**src/hw/rtl/smap_pkg.sv**
```systemverilog
`default_nettype none
// ----------------------------------------------------------------------------
// smap_pkg
// Shared types and constants for the STUN mapped-address parser.
// ----------------------------------------------------------------------------
package smap_pkg;

    // Default limit on the bytes of one packet that are counted and parsed.
    localparam int MAX_PACKET_BYTES = 1024;

    // Fixed STUN header length in bytes.
    localparam int HDR_BYTES = 20;

    localparam logic [15:0] TYPE_BINDING_RESPONSE = 16'h0101;
    localparam logic [15:0] ATTR_MAPPED           = 16'h0001;
    localparam logic [15:0] ATTR_XOR_MAPPED       = 16'h0020;

    typedef enum logic [1:0] {
        STATUS_OK          = 2'd0,
        STATUS_NOT_BINDING = 2'd1,
        STATUS_BAD_LENGTH  = 2'd2,
        STATUS_NO_ADDRESS  = 2'd3
    } status_t;

    typedef struct packed {
        status_t     status;
        logic [31:0] address;
        logic        was_xor_form;
    } result_t;

endpackage

`default_nettype wire

```
**src/hw/rtl/stun_mapped_address_parser.sv**
```systemverilog
`default_nettype none
// ----------------------------------------------------------------------------
// stun_mapped_address_parser
// Byte-wide STUN binding-response parser that extracts the mapped IPv4 address.
// ----------------------------------------------------------------------------
//
//  Channel | Signals                                   | Moves
//  --------+-------------------------------------------+------------------------
//  input   | in_valid, in_ready, data_byte,            | one response byte per
//          | end_of_packet                             | transfer, network order
//  output  | out_valid, out_ready, status, address,    | one verdict per packet,
//          | was_xor_form                              | after the marked byte
//
//  A byte transfer is registered in an input stage and parsed by one pass of
//  logic in smap_core; one byte is taken every cycle while no marked byte waits.
//  out_valid rises once the last byte has left the input stage and its verdict
//  is written into the result register, which happens only when it is free.
//  A stalled output only holds back a marked byte, which needs the result
//  register; other bytes keep flowing while a verdict waits to be taken.
//  Reset (rst_n, asynchronous) empties both stages and clears the parse state;
//  after each marked byte the parse state returns to its reset value.
//
module stun_mapped_address_parser #(
    parameter int MAX_PACKET_BYTES = smap_pkg::MAX_PACKET_BYTES
) (
    input  wire logic        clk,
    input  wire logic        rst_n,
    input  wire logic        in_valid,
    output logic             in_ready,
    input  wire logic [7:0]  data_byte,
    input  wire logic        end_of_packet,
    output logic             out_valid,
    input  wire logic        out_ready,
    output logic [1:0]       status,
    output logic [31:0]      address,
    output logic             was_xor_form
);

    // Input stage: one registered byte waiting to be parsed.
    logic       in_valid_reg;
    logic [7:0] in_byte_reg;
    logic       in_eop_reg;

    // Result register.
    logic              out_valid_reg;
    smap_pkg::result_t out_result_reg;

    smap_pkg::result_t core_result;
    logic              out_free;
    logic              step;

    // A marked byte may only be parsed when the result register can take its
    // verdict in the same edge; unmarked bytes never wait on the output.
    assign out_free = !out_valid_reg || out_ready;
    assign step     = in_valid_reg && (!in_eop_reg || out_free);
    assign in_ready = !in_valid_reg || step;

    always_ff @(posedge clk or negedge rst_n)
    begin
        if (!rst_n)
        begin
            in_valid_reg <= 1'b0;
        end
        else if (in_ready)
        begin
            in_valid_reg <= in_valid;
        end
    end

    always_ff @(posedge clk)
    begin
        if (in_valid && in_ready)
        begin
            in_byte_reg <= data_byte;
            in_eop_reg  <= end_of_packet;
        end
    end

    smap_core #(
        .MAX_PACKET_BYTES(MAX_PACKET_BYTES)
    ) u_core (
        .clk           (clk),
        .rst_n         (rst_n),
        .step          (step),
        .data_byte     (in_byte_reg),
        .end_of_packet (in_eop_reg),
        .result        (core_result)
    );

    always_ff @(posedge clk or negedge rst_n)
    begin
        if (!rst_n)
        begin
            out_valid_reg <= 1'b0;
        end
        else if (step && in_eop_reg)
        begin
            out_valid_reg <= 1'b1;
        end
        else if (out_ready)
        begin
            out_valid_reg <= 1'b0;
        end
    end

    always_ff @(posedge clk)
    begin
        if (step && in_eop_reg)
        begin
            out_result_reg <= core_result;
        end
    end

    assign out_valid    = out_valid_reg;
    assign status       = out_result_reg.status;
    assign address      = out_result_reg.address;
    assign was_xor_form = out_result_reg.was_xor_form;

    a_no_overwrite: assert property (@(posedge clk) disable iff (!rst_n)
        step && in_eop_reg |-> out_free)
        else $error("verdict written over one not yet taken");

    a_verdict_follows_eop: assert property (@(posedge clk) disable iff (!rst_n)
        $rose(out_valid_reg) |-> $past(step && in_eop_reg))
        else $error("verdict appeared without a marked byte");

    a_err_all_ones: assert property (@(posedge clk) disable iff (!rst_n)
        out_valid_reg && out_result_reg.status != smap_pkg::STATUS_OK
        |-> out_result_reg.address == 32'hFFFF_FFFF && !out_result_reg.was_xor_form)
        else $error("failed verdict carries an address");

endmodule

`default_nettype wire

```
**src/hw/rtl/smap_core.sv**
```systemverilog
`default_nettype none
// ----------------------------------------------------------------------------
// smap_core
// Parse state and per-byte update logic; forms the result on the last byte.
// ----------------------------------------------------------------------------
module smap_core #(
    parameter int MAX_PACKET_BYTES = smap_pkg::MAX_PACKET_BYTES
) (
    input  wire logic             clk,
    input  wire logic             rst_n,
    input  wire logic             step,
    input  wire logic [7:0]       data_byte,
    input  wire logic             end_of_packet,
    output smap_pkg::result_t     result
);

    localparam int CW    = $clog2(MAX_PACKET_BYTES + 1);
    localparam int CMP_W = 18;

    localparam logic [CW-1:0]    MAX_CNT = CW'(MAX_PACKET_BYTES);
    localparam logic [CW-1:0]    HDR_CNT = CW'(smap_pkg::HDR_BYTES);

    logic [CW-1:0] byte_count_reg,       byte_count_next;
    logic [15:0]   message_type_reg,     message_type_next;
    logic [15:0]   declared_length_reg,  declared_length_next;
    logic [31:0]   magic_cookie_reg,     magic_cookie_next;
    logic [15:0]   attribute_type_reg,   attribute_type_next;
    logic [15:0]   attribute_length_reg, attribute_length_next;
    logic [CW-1:0] attribute_offset_reg, attribute_offset_next;
    logic          address_found_reg,    address_found_next;
    logic [31:0]   found_address_reg,    found_address_next;
    logic          found_xor_form_reg,   found_xor_form_next;

    logic [CW-1:0]    pos;
    logic             in_range;
    logic [CW-1:0]    body_pos;
    logic             in_body;
    logic [CW-1:0]    rel_raw;
    logic [CW-1:0]    rel;
    logic [CMP_W-1:0] attr_span;
    logic             new_attr;
    logic             is_addr_type;
    logic             addr_byte;
    logic [CMP_W-1:0] body_seen;

    always_comb
    begin
        message_type_next     = message_type_reg;
        declared_length_next  = declared_length_reg;
        magic_cookie_next     = magic_cookie_reg;
        attribute_type_next   = attribute_type_reg;
        attribute_length_next = attribute_length_reg;
        attribute_offset_next = attribute_offset_reg;
        address_found_next    = address_found_reg;
        found_address_next    = found_address_reg;
        found_xor_form_next   = found_xor_form_reg;

        pos             = byte_count_reg;
        in_range        = pos < MAX_CNT;
        byte_count_next = in_range ? pos + CW'(1) : pos;
        body_pos        = pos - HDR_CNT;
        in_body         = in_range && (pos >= HDR_CNT) &&
                          ({{(CMP_W-CW){1'b0}}, body_pos} <
                           {{(CMP_W-16){1'b0}}, declared_length_reg});

        // A new attribute starts once the previous header and padded value are passed.
        rel_raw   = body_pos - attribute_offset_reg;
        attr_span = CMP_W'(4) +
                    (({{(CMP_W-16){1'b0}}, attribute_length_reg} + CMP_W'(3)) &
                     ~CMP_W'(3));
        new_attr  = (rel_raw >= CW'(4)) &&
                    ({{(CMP_W-CW){1'b0}}, rel_raw} >= attr_span);
        rel       = new_attr ? '0 : rel_raw;

        is_addr_type = (attribute_type_reg == smap_pkg::ATTR_MAPPED) ||
                       (attribute_type_reg == smap_pkg::ATTR_XOR_MAPPED);
        addr_byte    = 1'b0;

        if (in_range && (pos < HDR_CNT))
        begin
            if (pos < CW'(2))
            begin
                message_type_next = {message_type_reg[7:0], data_byte};
            end
            else if (pos < CW'(4))
            begin
                declared_length_next = {declared_length_reg[7:0], data_byte};
            end
            else if (pos < CW'(8))
            begin
                magic_cookie_next = {magic_cookie_reg[23:0], data_byte};
            end
        end
        else if (in_body)
        begin
            if (new_attr)
            begin
                attribute_offset_next = body_pos;
            end

            if (rel == CW'(0))
            begin
                attribute_type_next = {data_byte, 8'h00};
            end
            else if (rel == CW'(1))
            begin
                attribute_type_next = {attribute_type_reg[15:8], data_byte};
            end
            else if (rel == CW'(2))
            begin
                attribute_length_next = {data_byte, 8'h00};
            end
            else if (rel == CW'(3))
            begin
                attribute_length_next = {attribute_length_reg[15:8], data_byte};
            end
            else
            begin
                // Address bytes of the first usable address attribute whose header
                // and first eight value bytes lie inside the declared body.
                addr_byte = (rel >= CW'(8)) && (rel <= CW'(11)) && !address_found_reg &&
                            is_addr_type && (attribute_length_reg >= 16'd8) &&
                            (({{(CMP_W-CW){1'b0}}, attribute_offset_next} + CMP_W'(12)) <=
                             {{(CMP_W-16){1'b0}}, declared_length_reg});
                if (addr_byte)
                begin
                    found_address_next = {found_address_reg[23:0], data_byte};
                    if (rel == CW'(11))
                    begin
                        address_found_next  = 1'b1;
                        found_xor_form_next =
                            (attribute_type_reg == smap_pkg::ATTR_XOR_MAPPED);
                    end
                end
            end
        end
    end

    // Verdict from the state as it stands after the current byte.
    always_comb
    begin
        body_seen = {{(CMP_W-CW){1'b0}}, byte_count_next - HDR_CNT};
        result.address      = 32'hFFFF_FFFF;
        result.was_xor_form = 1'b0;
        if (byte_count_next < HDR_CNT)
        begin
            result.status = smap_pkg::STATUS_BAD_LENGTH;
        end
        else if (message_type_next != smap_pkg::TYPE_BINDING_RESPONSE)
        begin
            result.status = smap_pkg::STATUS_NOT_BINDING;
        end
        else if ({{(CMP_W-16){1'b0}}, declared_length_next} > body_seen)
        begin
            result.status = smap_pkg::STATUS_BAD_LENGTH;
        end
        else if (!address_found_next)
        begin
            result.status = smap_pkg::STATUS_NO_ADDRESS;
        end
        else
        begin
            result.status       = smap_pkg::STATUS_OK;
            result.address      = found_xor_form_next ?
                                  (found_address_next ^ magic_cookie_next) :
                                  found_address_next;
            result.was_xor_form = found_xor_form_next;
        end
    end

    always_ff @(posedge clk or negedge rst_n)
    begin
        if (!rst_n)
        begin
            byte_count_reg       <= '0;
            message_type_reg     <= '0;
            declared_length_reg  <= '0;
            magic_cookie_reg     <= '0;
            attribute_type_reg   <= '0;
            attribute_length_reg <= '0;
            attribute_offset_reg <= '0;
            address_found_reg    <= 1'b0;
            found_address_reg    <= '0;
            found_xor_form_reg   <= 1'b0;
        end
        else if (step && end_of_packet)
        begin
            byte_count_reg       <= '0;
            message_type_reg     <= '0;
            declared_length_reg  <= '0;
            magic_cookie_reg     <= '0;
            attribute_type_reg   <= '0;
            attribute_length_reg <= '0;
            attribute_offset_reg <= '0;
            address_found_reg    <= 1'b0;
            found_address_reg    <= '0;
            found_xor_form_reg   <= 1'b0;
        end
        else if (step)
        begin
            byte_count_reg       <= byte_count_next;
            message_type_reg     <= message_type_next;
            declared_length_reg  <= declared_length_next;
            magic_cookie_reg     <= magic_cookie_next;
            attribute_type_reg   <= attribute_type_next;
            attribute_length_reg <= attribute_length_next;
            attribute_offset_reg <= attribute_offset_next;
            address_found_reg    <= address_found_next;
            found_address_reg    <= found_address_next;
            found_xor_form_reg   <= found_xor_form_next;
        end
    end

    a_count_limit: assert property (@(posedge clk) disable iff (!rst_n)
        byte_count_reg <= MAX_CNT)
        else $error("byte count passed the packet limit");

    a_eop_clears: assert property (@(posedge clk) disable iff (!rst_n)
        step && end_of_packet |=> byte_count_reg == '0 && !address_found_reg)
        else $error("parse state not cleared after last byte");

    a_found_holds: assert property (@(posedge clk) disable iff (!rst_n)
        $fell(address_found_reg) |-> $past(step && end_of_packet))
        else $error("address flag dropped inside a packet");

    a_xor_needs_addr: assert property (@(posedge clk) disable iff (!rst_n)
        found_xor_form_reg |-> address_found_reg)
        else $error("xor form marked without an address");

endmodule

`default_nettype wire
```
**config.mk**
```make
export PLATFORM = sky130hd
export DESIGN_NAME = stun_mapped_address_parser
export DESIGN_NICKNAME = d
export VERILOG_FILES = /design/src/hw/rtl/smap_pkg.sv /design/src/hw/rtl/stun_mapped_address_parser.sv /design/src/hw/rtl/smap_core.sv
export SDC_FILE = /design/constraint.sdc
export NUM_CORES = 1
export LEC_CHECK = 0
export BUFFER_PORTS_ARGS = -buffer_cell sky130_fd_sc_hd__buf_2
export CAP_MARGIN = 40
export CORE_ASPECT_RATIO = 0.75
export CORE_UTILIZATION = 59
export CTS_CLUSTER_SIZE = 12
export DETAILED_ROUTE_END_ITERATION = 6
export PLACE_DENSITY = 0.77
export SKIP_LAST_GASP = 1
export SLEW_MARGIN = 20
export SYNTH_ARGS = -nofsm -noshare
export SYNTH_HDL_FRONTEND = slang
export SYNTH_SLANG_ARGS = --single-unit
```
**constraint.sdc**
```tcl
create_clock -name clk -period 24.1 [get_ports clk]
set_clock_uncertainty 0.05 [all_clocks]
set_input_delay 4.82 -clock clk [delete_from_list [all_inputs] [get_ports clk]]
set_output_delay 4.82 -clock clk [all_outputs]
set_load 0.02 [all_outputs]
```
Word level (Yosys, flattened, before mapping)

Index checks and enable logic that the tools add are counted.

Logic and storage cells: 162
Flip-flop bits (word level): 198

$add $sub $neg: 7
Bitwise logic cells: 2
Eq/ne operators: 10
Magnitude comparators: 15
Multiplexer cells: 75
Reductions and logical operators: 34

Operators by type and width:

| operator                                                           | count |
|---|---|
| 2-to-1 mux 32 bit                                                  | 16 |
| 2-to-1 mux 16 bit                                                  | 21 |
| 2-to-1 mux 11 bit                                                  | 11 |
| XOR 32 bit                                                         | 1 |
| == test 11 x 2 -> 1 bit, second input constant                     | 2 |
| < comparator 11 x 5 -> 1 bit, second input constant                | 2 |
| 2-to-1 mux 1 bit                                                   | 22 |
| subtractor 11 x 5 -> 11 bit, second input constant                 | 2 |
| adder 3 x 18 -> 18 bit, first input constant                       | 1 |
| greater-or-equal comparator 11 x 18 -> 1 bit                       | 1 |
| <= comparator 18 x 16 -> 1 bit                                     | 1 |
| adder 16 x 2 -> 17 bit, second input constant                      | 1 |
| == test 16 x 1 -> 1 bit, second input constant                     | 1 |
| == test 16 x 6 -> 1 bit, second input constant                     | 1 |
| greater-or-equal comparator 16 x 4 -> 1 bit, second input constant | 1 |
| > comparator 16 x 11 -> 1 bit                                      | 1 |
| < comparator 11 x 16 -> 1 bit                                      | 1 |
| 2-to-1 mux 8 bit                                                   | 2 |
| inequality test 16 x 9 -> 1 bit, second input constant             | 1 |
| adder 11 x 4 -> 12 bit, second input constant                      | 1 |
| logical AND 1 bit                                                  | 12 |
| AND reduction 6 bit                                                | 2 |
| adder 11 x 1 -> 11 bit, second input constant                      | 1 |
| == test 11 x 1 -> 1 bit, second input constant                     | 1 |
| other kinds (21)                                                   | 37 |

Logic depth before layout (Yosys ltp)

Gate-level depths: netlist (run 1).

Depth after elaboration: 21
Depth in mapped cells: 40
Depth with buffers taken out: 36

Cells and area by module

From an unflattened synthesis (run 1), not the netlist that was laid out.

Cells, all modules: 1158
Area, all modules: 11901.4 µm²

By module, submodules not included:

| module                     | instances | seq. area each (µm²) | cells each | area each (µm²) |
|---|---|---|---|---|
| smap_core                  | 1         | 3803.6               | 1104       | 10473.8 |
| stun_mapped_address_parser | 1         | 1371.3               | 54         | 1427.6 |

Worst setup path before layout (run 1)

OpenSTA, ideal clock, no wires.

Kind: input port to output port
From: input out_ready
To: output in_ready
Data arrival time: 5144 ps
Path slack: 14086 ps
Required time: 19230 ps
Buffers on the path: 0
Cell stages on the path: 1
Cell sequence: nand4b_1

Longest elaborated chain between the ends: 4

RTL lines:

| item               | RTL line                         | RTL |
|---|---|---|
| start: declaration | stun_mapped_address_parser.sv:33 | `input wire logic out_ready,` |
| logical OR 1 bit   | stun_mapped_address_parser.sv:54 | `assign out_free = !out_valid_reg \|\| out_ready;` |
| logical OR 1 bit   | stun_mapped_address_parser.sv:55 | `assign step = in_valid_reg && (!in_eop_reg \|\| out_free);` |
| logical AND 1 bit  | stun_mapped_address_parser.sv:55 |  |
| logical OR 1 bit   | stun_mapped_address_parser.sv:56 | `assign in_ready = !in_valid_reg \|\| step;` |
| end: declaration   | stun_mapped_address_parser.sv:29 | `output logic in_ready,` |

Every way passes these cells.

Worst setup path after layout (run 1)

Ends and elaborated chain as after synthesis.

==> metrics.md, run 1 <==
| Metric | Value |
|---|---|
| Max Slew Vio Count | 0 |
| PnR worst setup slack | 13850 ps |
| Die area | 20300 um^2 |
| Synth Register Bits | 198 |
| Pin count of the biggest net entering global routing | 86 |
| Clock slew at reported path FFs | 80 ps |
| WP data arrival | 5380 ps |
| Multi-input logic area | 6010 um^2 |
| Mean area per synthesized cell | 9.89 um^2 |
| Post-Syn Nets | 1250 |
| Grt met2 use | 0.423 |
| Power Density | 62.3 nW/um^2 |
| Vias/cell | 6.48 |
| Minimum clock period | 10250 ps |
| Hold Buf Count CTS | 0 |
| Relative slew slack | 0.459 |
| Fmax | 0.0976 GHz |
| DRC Markers | 0 |
| Register area share after synthesis | 0.444 |
| GR Layer Usage met3 | 0.0636 |
| First-pass GRT wire length | 46400 um |
| Synth unique cells | 68 |
| Setup CP Type | in -> out |
| DRT antenna net count | 0 |
| Worst Tran Pin Value | 804 ps |
| Sum Neg Setup Slack | 0 ps |
| Post-cts resize count | 0 |
| Boundary pin count | 50 |
| Drt initial violations | 1047 |
| Post-synth ARST share | 0.778 |
| Per-cell routed wire length | 19.9 um |
| Final Hold Vio Count | 0 |
| Final GP Congestion | 0.903 |
| Initial DRT Pass Iterations | 5 |
| Max VDD drop | 54.5 uV |
| ANT cells | 0 |
| CP dominant cell by count | buf_2 |
| Crit path cell chain | buf_2 > nand4b_1 > buf_2 |
| # rows | 44 |
| Number of global-route vias before repair | 8674 |
| H-tree levels | 4 |
| DIE WIDTH | 164 um |
| Grt peak-use layer | met1 |
| CP bufs+invs | 2 |
| Synth warn | 0 |
| CP max stage delay | 220 ps |
| Layout fillers | 1480 |
| Clk sink count | 198 |
| TritonCTS Buffers | 17 |
| Setup violators final | 0 |
| Worst Path Required | 19230 ps |
| Layout area overhead | 9.59% |
| Delay-heaviest family, CP | buffers and inverters |
| Unrepaired setup endpoints after global routing | false |
| Clk Latency, worst-skew pair | 440 ps |
| Share of cells above drive strength 1 | 0.101 |
| Outcome | complete, no violations |
| Chip Height | 124 um |
| Critical path capture point type | output port |
| CP Launch Type | input pin |
| CP max FO | 3 |
| Pre-CTS setup slack | 13860 ps |
| Final Cycle Share | 0.425 |
| Syn Inst Count | 1178 |
| Final net count | 1266 |
| Core Box Area | 19300 um^2 |
| Number of synthesized flops with an enable pin | 44 |
| Met1 Usage GRT | 0.451 |
| GRT Overall Usage | 0.296 |
| Initial antenna violation count | 0 |
| Gr ovfl total | 0 |
| Vias | 9458 |
| Detail Placement HPWL | 19800 um |
| Post-CTS setup buffer count | 0 |
| Lkg Pwr | 5.48 nW |
| Clock root buffer | clkbuf_16 |
| Port-buffer cells | 49 |
| CTS tree | yes |
| Max Cap Violations | 0 |
| HP Class | reg -> reg |
| Seq. cell area | 5170 um^2 |
| Starting density of the core | 0.603 |
| Ys flop type | dfrtp_1 |
| Cell area after synthesis | 11700 um^2 |
| WL final | 29100 um |
| CP max-delay cell | nand4b_1 |
| CTS Buffer Depth | 2 |
-- cell usage in the layout (no fill, tap or decap), types with 4 or more instances in the layout --
cell and instances:
clkbuf_16 17, a22oi_1 16, mux2i_1 66, o2111ai_1 4, o21ai_0 87, buf_2 49
or3_1 7, xnor2_1 36, inv_1 41, a21oi_1 62, a31oi_1 9, edfxtp_1 44
nor2b_1 8, a211oi_1 4, dfrtp_1 154, ha_1 58, a21o_1 8, nand4_1 14
a22o_1 95, and2_1 8, xor2_1 49, nand3_1 39, nand2b_1 8, nand2_1 123
o31ai_1 4, nor3_1 17, nor4b_1 4, nor2_1 43, buf_4 17, and3_1 4
o21a_1 9, nor4_1 13, o211ai_1 4, nand3b_1 9, o21ai_1 10, clkinv_8 7
-- report_power, final --
group | switching, W | internal [W] | total (W)
clock network | 0.000150 | 0.000143 | 0.000292
logic | 0.0000831 | 0.0000483 | 0.000131
registers | 0.0000162 | 0.000356 | 0.000372
-- Yosys cell counts (3+ instances only) --
library cell	count	share of area
o31ai_1	4	0.0026
o211ai_1	4	0.0026
dfrtp_1	154	0.33
o2111ai_1	4	0.0030
nand4_1	14	0.0075
o31a_1	3	0.0023
o21ai_1	11	0.0047
and2_1	8	0.0043
a21oi_1	62	0.027
inv_1	41	0.013
nand3_1	39	0.017
ha_1	58	0.062
o21ai_0	89	0.038
nand3b_1	9	0.0058
clkbuf_1	55	0.018
mux2i_1	66	0.057
a21o_1	8	0.0052
or3_1	8	0.0043
nor2_1	44	0.014
nor4_1	13	0.0070
a22o_1	95	0.071
a211oi_1	4	0.0026
nand2_1	123	0.040
a22oi_1	16	0.010
edfxtp_1	44	0.11
a31oi_1	9	0.0048
xor2_1	49	0.037
xnor2_1	36	0.027
and3_1	4	0.0021
nor3_1	18	0.0077
nor2b_1	8	0.0043
buf_2	12	0.0052
nand2b_1	8	0.0043
buf_6	4	0.0039
o21a_1	9	0.0058
nor4b_1	4	0.0030
-- cell families after synthesis --
family | count (synthesis) | share of synthesized area
compound gates | 342 | 0.199
flops | 198 | 0.444
simple gates | 310 | 0.129
buf+inv | 117 | 0.0418
fa+ha+maj | 60 | 0.0650
xor+xnor | 85 | 0.0639
mux | 66 | 0.0567
-- routing by layer --
metal / up-vias / part of all wire / routed length, um
li1: 4347 / - / -
met1: 4632 / 0.47 / 13700
met2: 445 / 0.43 / 12700
met3: 34 / 0.079 / 2310
met4: 0 / 0.015 / 433
met5: - / 0 / 0
-- stage by stage --
| stage | instances | hold slack [ps] | util | cell area [um^2] | power [W] |
|---|---|---|---|---|---|
| global route | 1460 | 469 | 0.661 | 12800 | 0.000828 |
| global placement | 1421 | 430 | 0.623 | 12000 | 0.000500 |
| detailed placement | 1427 | 436 | 0.627 | 12100 | 0.000505 |
| finish | 1460 | 454 | 0.661 | 12800 | 0.000795 |
| floorplan | 1178 | 410 | - | 11700 | 0.000465 |
| CTS | 1459 | 457 | 0.659 | 12700 | 0.000793 |
-- path summary, 6_finish.rpt --
check | end | from | slack [ps] | cells past startpoint
max in group asynchronous | u_core.declared_length_reg[15]$_DFFE_PN0P_ | rst_n | 18590 | 4
min reg2reg | u_core.magic_cookie_reg[27]$_DFFE_PN0P_ | u_core.magic_cookie_reg[27]$_DFFE_PN0P_ | 450 | 1
max reg2reg | address[11]$_SDFFCE_PP1P_ | u_core.byte_count_reg[4]$_DFFE_PN0P_ | 14320 | 33
max | in_ready | out_ready | 13850 | 3
min in group asynchronous | u_core.magic_cookie_reg[22]$_DFFE_PN0P_ | rst_n | 4120 | 1
min | u_core.magic_cookie_reg[27]$_DFFE_PN0P_ | u_core.magic_cookie_reg[27]$_DFFE_PN0P_ | 450 | 1
-- layout make-up --
cell class	count	area share
clock buffers	17	0.0333
clock inverters	15	0.0153
well taps	253	0.0248
flip-flops and latches	198	0.405
repair buffers	72	0.0383
inverters	42	0.0123
multi-input cells	863	0.471
(Power assumes the default switching activity.)
==> run 2: changes to the inputs <==
- ABC_AREA: unset -> 1
- clock period: 24.1 -> 10 ns (I/O delays scaled with it)
==> run 2 against run 1 <==
The flow now finishes with violations (design-rule violations). Register-to-register slack worse by 12000 ps. Total power rose to 4.3 times the previous value. Sequential share of layout area down 1.8 points. Core utilization down 0.090 points. Non-clock buffer count down 10. Critical endpoint is now address[14]$_SDFFCE_PP1P_. Largest power group is now combinational logic. Highest routed layer unchanged.
==> metrics.md, run 2 <==
| Metric | Value |
|---|---|
| Synth warn | 0 |
| ANT cells | 0 |
| Fmax | 0.131 GHz |
| CP max-delay cell | o21ai_1 |
| Final net count | 1662 |
| Lkg Pwr | 6.10 nW |
| Grt met2 use | 0.475 |
| Post-CTS setup buffer count | 0 |
| TritonCTS Buffers | 17 |
| WL final | 32600 um |
| CTS tree | yes |
| Die area | 21300 um^2 |
| Syn Inst Count | 1564 |
| Chip Height | 127 um |
| Worst Path Required | 10110 ps |
| Hold Buf Count CTS | 0 |
| Yosys top cell by area | dfrtp_1 |
| Grt peak-use layer | met2 |
| DRC Markers | 4 |
| Mean area per synthesized cell | 7.81 um^2 |
| WP data arrival | 7750 ps |
| Clock slew at reported path FFs | 70 ps |
| Core Box Area | 20300 um^2 |
| Final Cycle Share | 0.764 |
| Max Cap Violations | 0 |
| Cell with the most instances after synthesis | nand2_1 |
| Ys flop type | dfrtp_1 |
| Register area share after synthesis | 0.423 |
| Outcome | complete, but fails checks |
| Vias | 10909 |
| Critical path capture point type | flop |
| Layout area overhead | 9.44% |
| Minimum clock period | 7640 ps |
| Clk sink count | 198 |
| Post-layout instance area | 13400 um^2 |
| Port-buffer cells | 49 |
| CP max FO | 33 |
| CP Launch Type | flop |
| CP max stage delay | 560 ps |
| Synth Register Bits | 198 |
| Setup CP Type | reg -> reg |
| Post-synth ARST share | 0.778 |
| Setup violators final | 0 |
| First-pass GRT wire length | 52700 um |
| Worst Tran Pin Value | 841 ps |
| CTS Buffer Depth | 2 |
| Drt initial violations | 1428 |
| DP Area | 12600 um^2 |
| Final GP Congestion | 0.988 |
| GRT Overall Usage | 0.319 |
| Initial antenna violation count | 0 |
| Sum Neg Setup Slack | 0 ps |
| Switching pwr | 0.00147 W |
| Synth unique cells | 56 |
| Final Hold Vio Count | 0 |
| Per-cell routed wire length | 17.5 um |
| Clk Latency, worst-skew pair | 450 ps |
| Relative slew slack | 0.435 |
| Met1 Usage GRT | 0.472 |
| Top area cells in the synthesized netlist | dfrtp_1, nand2_1, edfxtp_1, inv_1, ha_1 |
| H-tree levels | 4 |
| Area share of the largest cell type after synthesis | 0.315 |
| Most frequent cells in the layout | nand2_1, inv_1, dfrtp_1, o21ai_0, nand3_1 |
| Synth cell count leaders | nand2_1, inv_1, dfrtp_1 |
| GR Layer Usage met3 | 0.0615 |
| Unrepaired setup endpoints after global routing | false |
| Max Slew Vio Count | 0 |
| Post-cts resize count | 0 |
| Max VDD drop | 144 uV |
| CP dominant cell by count | nand2_1 |
| Starting density of the core | 0.603 |
| Cell area after synthesis | 12200 um^2 |
| Number of synthesized flops with an enable pin | 44 |
| Initial DRT Pass Iterations | 7 |
| Pin count of the biggest net entering global routing | 88 |
| Reg power frac | 0.290 |
| Number of global-route vias before repair | 10076 |
| Most common cell after layout, fill and taps aside | nand2_1 |
| Boundary pin count | 50 |
| Comb power frac | 0.472 |
| Gr ovfl total | 0 |
| DRT antenna net count | 0 |
| Worst R2R Setup Slack | 2360 ps |
| Failing checks | design-rule violations |
| Part of the power in the clock network | 0.238 |
| # rows | 45 |
| Detail Placement HPWL | 23000 um |
| Int Pwr | 0.00199 W |
| DIE WIDTH | 168 um |
| Clock root buffer | clkbuf_16 |
| Switching Fraction | 0.426 |
| Vias/cell | 5.87 |
| Power Density | 259 nW/um^2 |
| Share of cells above drive strength 1 | 0.100 |
| Post-Syn Nets | 1637 |
| HP Class | reg -> reg |
## run 2: changes by cell type in the layout (fill, tap and decap cells not counted), sizes merged, moves of 11 or more
| cell | delta |
|---|---|
| a21oi | -32 |
| a22oi | -15 |
| nor2 | +30 |
| inv | +227 |
| xnor2 | -32 |
| mux2i | -66 |
| a22o | -86 |
| o22ai | +87 |
| o21ai | +64 |
| nand2 | +249 |
| nand4 | +11 |
| nand3 | +84 |
| xor2 | -22 |
## run 2: power groups by stage
stage	combinational [W]	sequential [W]	clock, W
5_1_grt	0.00185	0.00102	0.000862
4_1_cts	0.00161	0.00100	0.000826
3_3_place_gp	0.00155	0.00101	0
3_5_place_dp	0.00159	0.00102	0
2_1_floorplan	0.00127	0.000994	0
6_report	0.00163	0.00100	0.000823
## run 2: layout make-up
class | count | area, um^2
Tap cell | 258 | 323
Multi-Input combinational cell | 1034 | 5690
Clock inverter | 11 | 213
Inverter | 276 | 1040
Timing Repair Buffer | 62 | 447
Fill cell | 1691 | 6890
Sequential cell | 198 | 5170
Clock buffer | 21 | 492
## run 2: path summary, 6_finish.rpt
kind / startpoint / end / cells past startpoint
setup / recovery: u_core.byte_count_reg[2]$_DFFE_PN0P_ / address[14]$_SDFFCE_PP1P_ / 43
hold / removal: u_core.attribute_length_reg[12]$_DFFE_PN0P_ / u_core.attribute_length_reg[12]$_DFFE_PN0P_ / 2
setup reg to reg: u_core.byte_count_reg[2]$_DFFE_PN0P_ / address[14]$_SDFFCE_PP1P_ / 43
hold reg to reg: u_core.attribute_length_reg[12]$_DFFE_PN0P_ / u_core.attribute_length_reg[12]$_DFFE_PN0P_ / 2
max in group asynchronous: rst_n / u_core.declared_length_reg[1]$_DFFE_PN0P_ / 3
min in group asynchronous: rst_n / u_core.attribute_length_reg[1]$_DFFE_PN0P_ / 1
## run 2: logic make-up after synthesis
logic type / share of synthesized area
buf+inv: 0.111
simple gates: 0.229
compound gates: 0.151
xor+xnor: 0.0228
fa+ha+maj: 0.0620
flops: 0.423
## run 2: critical path: cells and delay by family (launching register included)
kind / cells / cell delay (ps)
AOI/OAI and AO/OA: 5 / 1390
DFF: 1 / 430
adders and majority gates: 5 / 1430
buffers and inverters: 7 / 600
and+or+nand+nor: 24 / 2950
xor gates and xnor gates: 2 / 450
## run 2: per-stage QoR
step	hold WS, ps	power, W	util	cells	worst slack (ps)
2_1_floorplan	393	0.00226	-	1564	4120
6_report	441	0.00346	0.660	1860	2360
3_5_place_dp	419	0.00261	0.624	1827	2470
5_1_grt	452	0.00373	0.660	1860	1520
4_1_cts	436	0.00343	0.659	1859	2450
3_3_place_gp	409	0.00256	0.618	1821	2450
## run 2: routing by layer
metal,vias up,wire length (um)
met1,5182,15100
met2,451,14300
li1,5226,-
met5,-,0
met3,50,2550
met4,0,632
==> run 3: changes to the inputs <==
- clock period: 10 -> 7.4 ns (I/O delays scaled with it)
==> run 3 against run 2 <==
The flow now finishes without violations. Global-route usage up 0.39 points. Worst hold slack got worse by 2.6 ps. Setup slack lost 1600 ps. Die area unchanged. Critical path depth fell by 1. Total power up 32%. Wire length increased by 1.6%. Highest routed layer unchanged. Combinational power up 37%. Via count about the same.
==> metrics.md, run 3 (synthesis results as in run 2) <==
| Metric | Value |
|---|---|
| First-pass GRT wire length | 53400 um |
| Post-layout instance area | 13400 um^2 |
| Most common cell after layout, fill and taps aside | nand2_1 |
| Layout area overhead | 9.67% |
| DP Area | 12700 um^2 |
| Clk sink count | 198 |
| Setup CP Type | reg -> reg |
| WL final | 33100 um |
| Clk Latency, worst-skew pair | 440 ps |
| Pin count of the biggest net entering global routing | 89 |
| Final net count | 1672 |
| Clock root buffer | clkbuf_16 |
| Worst Path Required | 7540 ps |
| HP Class | reg -> reg |
| DRT antenna net count | 0 |
| Fmax | 0.150 GHz |
| Number of global-route vias before repair | 10153 |
| TritonCTS Buffers | 17 |
| Max VDD drop | 191 uV |
| Initial DRT Pass Iterations | 7 |
| DIE WIDTH | 168 um |
| Setup violators final | 0 |
| CP bufs+invs | 7 |
| Initial antenna violation count | 0 |
| ANT cells | 0 |
| Most frequent cells in the layout | nand2_1, inv_1, dfrtp_1, o21ai_0, nand3_1 |
| Core Box Area | 20300 um^2 |
| Minimum clock period | 6660 ps |
| Critical path capture point type | flop |
| Port-buffer cells | 49 |
| Relative slew slack | 0.535 |
| Drt initial violations | 1351 |
| H-tree levels | 4 |
| Unrepaired setup endpoints after global routing | false |
| # rows | 45 |
| Lkg Pwr | 6.11 nW |
| Gr ovfl total | 0 |
| Boundary pin count | 50 |
| Max Cap Violations | 0 |
| Per-cell routed wire length | 17.7 um |
| CP dominant cell by count | nand2_1 |
| Share of cells above drive strength 1 | 0.104 |
| Chip Height | 127 um |
| GRT Overall Usage | 0.323 |
| Final Hold Vio Count | 0 |
| Clock slew at reported path FFs | 70 ps |
| Vias | 10913 |
| Detail Placement HPWL | 22900 um |
| Sum Neg Setup Slack | 0 ps |
| WP data arrival | 6800 ps |
| Die area | 21300 um^2 |
| CP max FO | 20 |
| CP Launch Type | flop |
| Final GP Congestion | 0.915 |
| CP max-delay cell | dfrtp_1 |
| Layout fillers | 1714 |
| DRC Markers | 0 |
| Max Slew Vio Count | 0 |
| Outcome | complete, no violations |
| CTS tree | yes |
| Worst Tran Pin Value | 691 ps |
| CTS Buffer Depth | 2 |
| Power Density | 340 nW/um^2 |
| CP max stage delay | 430 ps |
| Starting density of the core | 0.603 |
| Vias/cell | 5.84 |
| Delay-heaviest family, CP | simple AND/OR/NAND/NOR gates |
| Final Cycle Share | 0.901 |
## run 3: final timing paths
check	depth (start not counted)	end	slack, ps	startpoint
min in group asynchronous	1	u_core.attribute_length_reg[4]$_DFFE_PN0P_	790	rst_n
setup / recovery	42	address[22]$_SDFFCE_PP1P_	740	u_core.byte_count_reg[2]$_DFFE_PN0P_
hold / removal	2	u_core.attribute_length_reg[15]$_DFFE_PN0P_	440	u_core.attribute_length_reg[15]$_DFFE_PN0P_
hold reg to reg	2	u_core.attribute_length_reg[15]$_DFFE_PN0P_	440	u_core.attribute_length_reg[15]$_DFFE_PN0P_
setup reg to reg	42	address[22]$_SDFFCE_PP1P_	740	u_core.byte_count_reg[2]$_DFFE_PN0P_
max in group asynchronous	4	u_core.message_type_reg[15]$_DFFE_PN0P_	5160	rst_n
## run 3: cell type report
cell class	instances	area (um^2)	share of cell area
well taps	258	323	0.0241
repair buffers	72	559	0.0417
flip-flops and latches	198	5170	0.386
inverters	276	1040	0.0773
multi-input cells	1034	5710	0.426
clock buffers	27	547	0.0408
clock inverters	5	58.8	0.00439
## run 3: what timing repair did
action                     CTS  global route
resized for setup            0             2
setup endpoints to repair    0            32
hold buffers                 0             0
buffers inserted             0             1
## run 3: power by group
| part | total (W) | internal (W) | switching (W) |
|---|---|---|---|
| clock network | 0.000964 | 0.000545 | 0.000419 |
| logic | 0.00223 | 0.000772 | 0.00146 |
| registers | 0.00135 | 0.00126 | 0.0000959 |
## run 3: layer usage
layer	wire length, um	GRT usage
met1	15100	0.476
met2	14600	0.475
met3	2960	0.0827
met4	425	0.0818
met5	0	0
## run 3: tightest hold or removal path, delay by kind of cell (launching register included)
kind | cells | cell delay, ps
AND/OR/NAND/NOR | 2 | 110
flip-flops | 1 | 360
## run 3: stage by stage
| stage | std cells | setup WS [ps] | utilization | power, W | hold WS, ps |
|---|---|---|---|---|---|
| 3_3_place_gp | 1831 | 735 | 0.623 | 0.00348 | 412 |
| 6_report | 1870 | 736 | 0.661 | 0.00455 | 439 |
| 5_1_grt | 1870 | 114 | 0.661 | 0.00492 | 475 |
| 2_1_floorplan | 1564 | 1520 | - | 0.00306 | 393 |
| 4_1_cts | 1866 | 463 | 0.656 | 0.00451 | 434 |
| 3_5_place_dp | 1834 | 502 | 0.627 | 0.00353 | 417 |
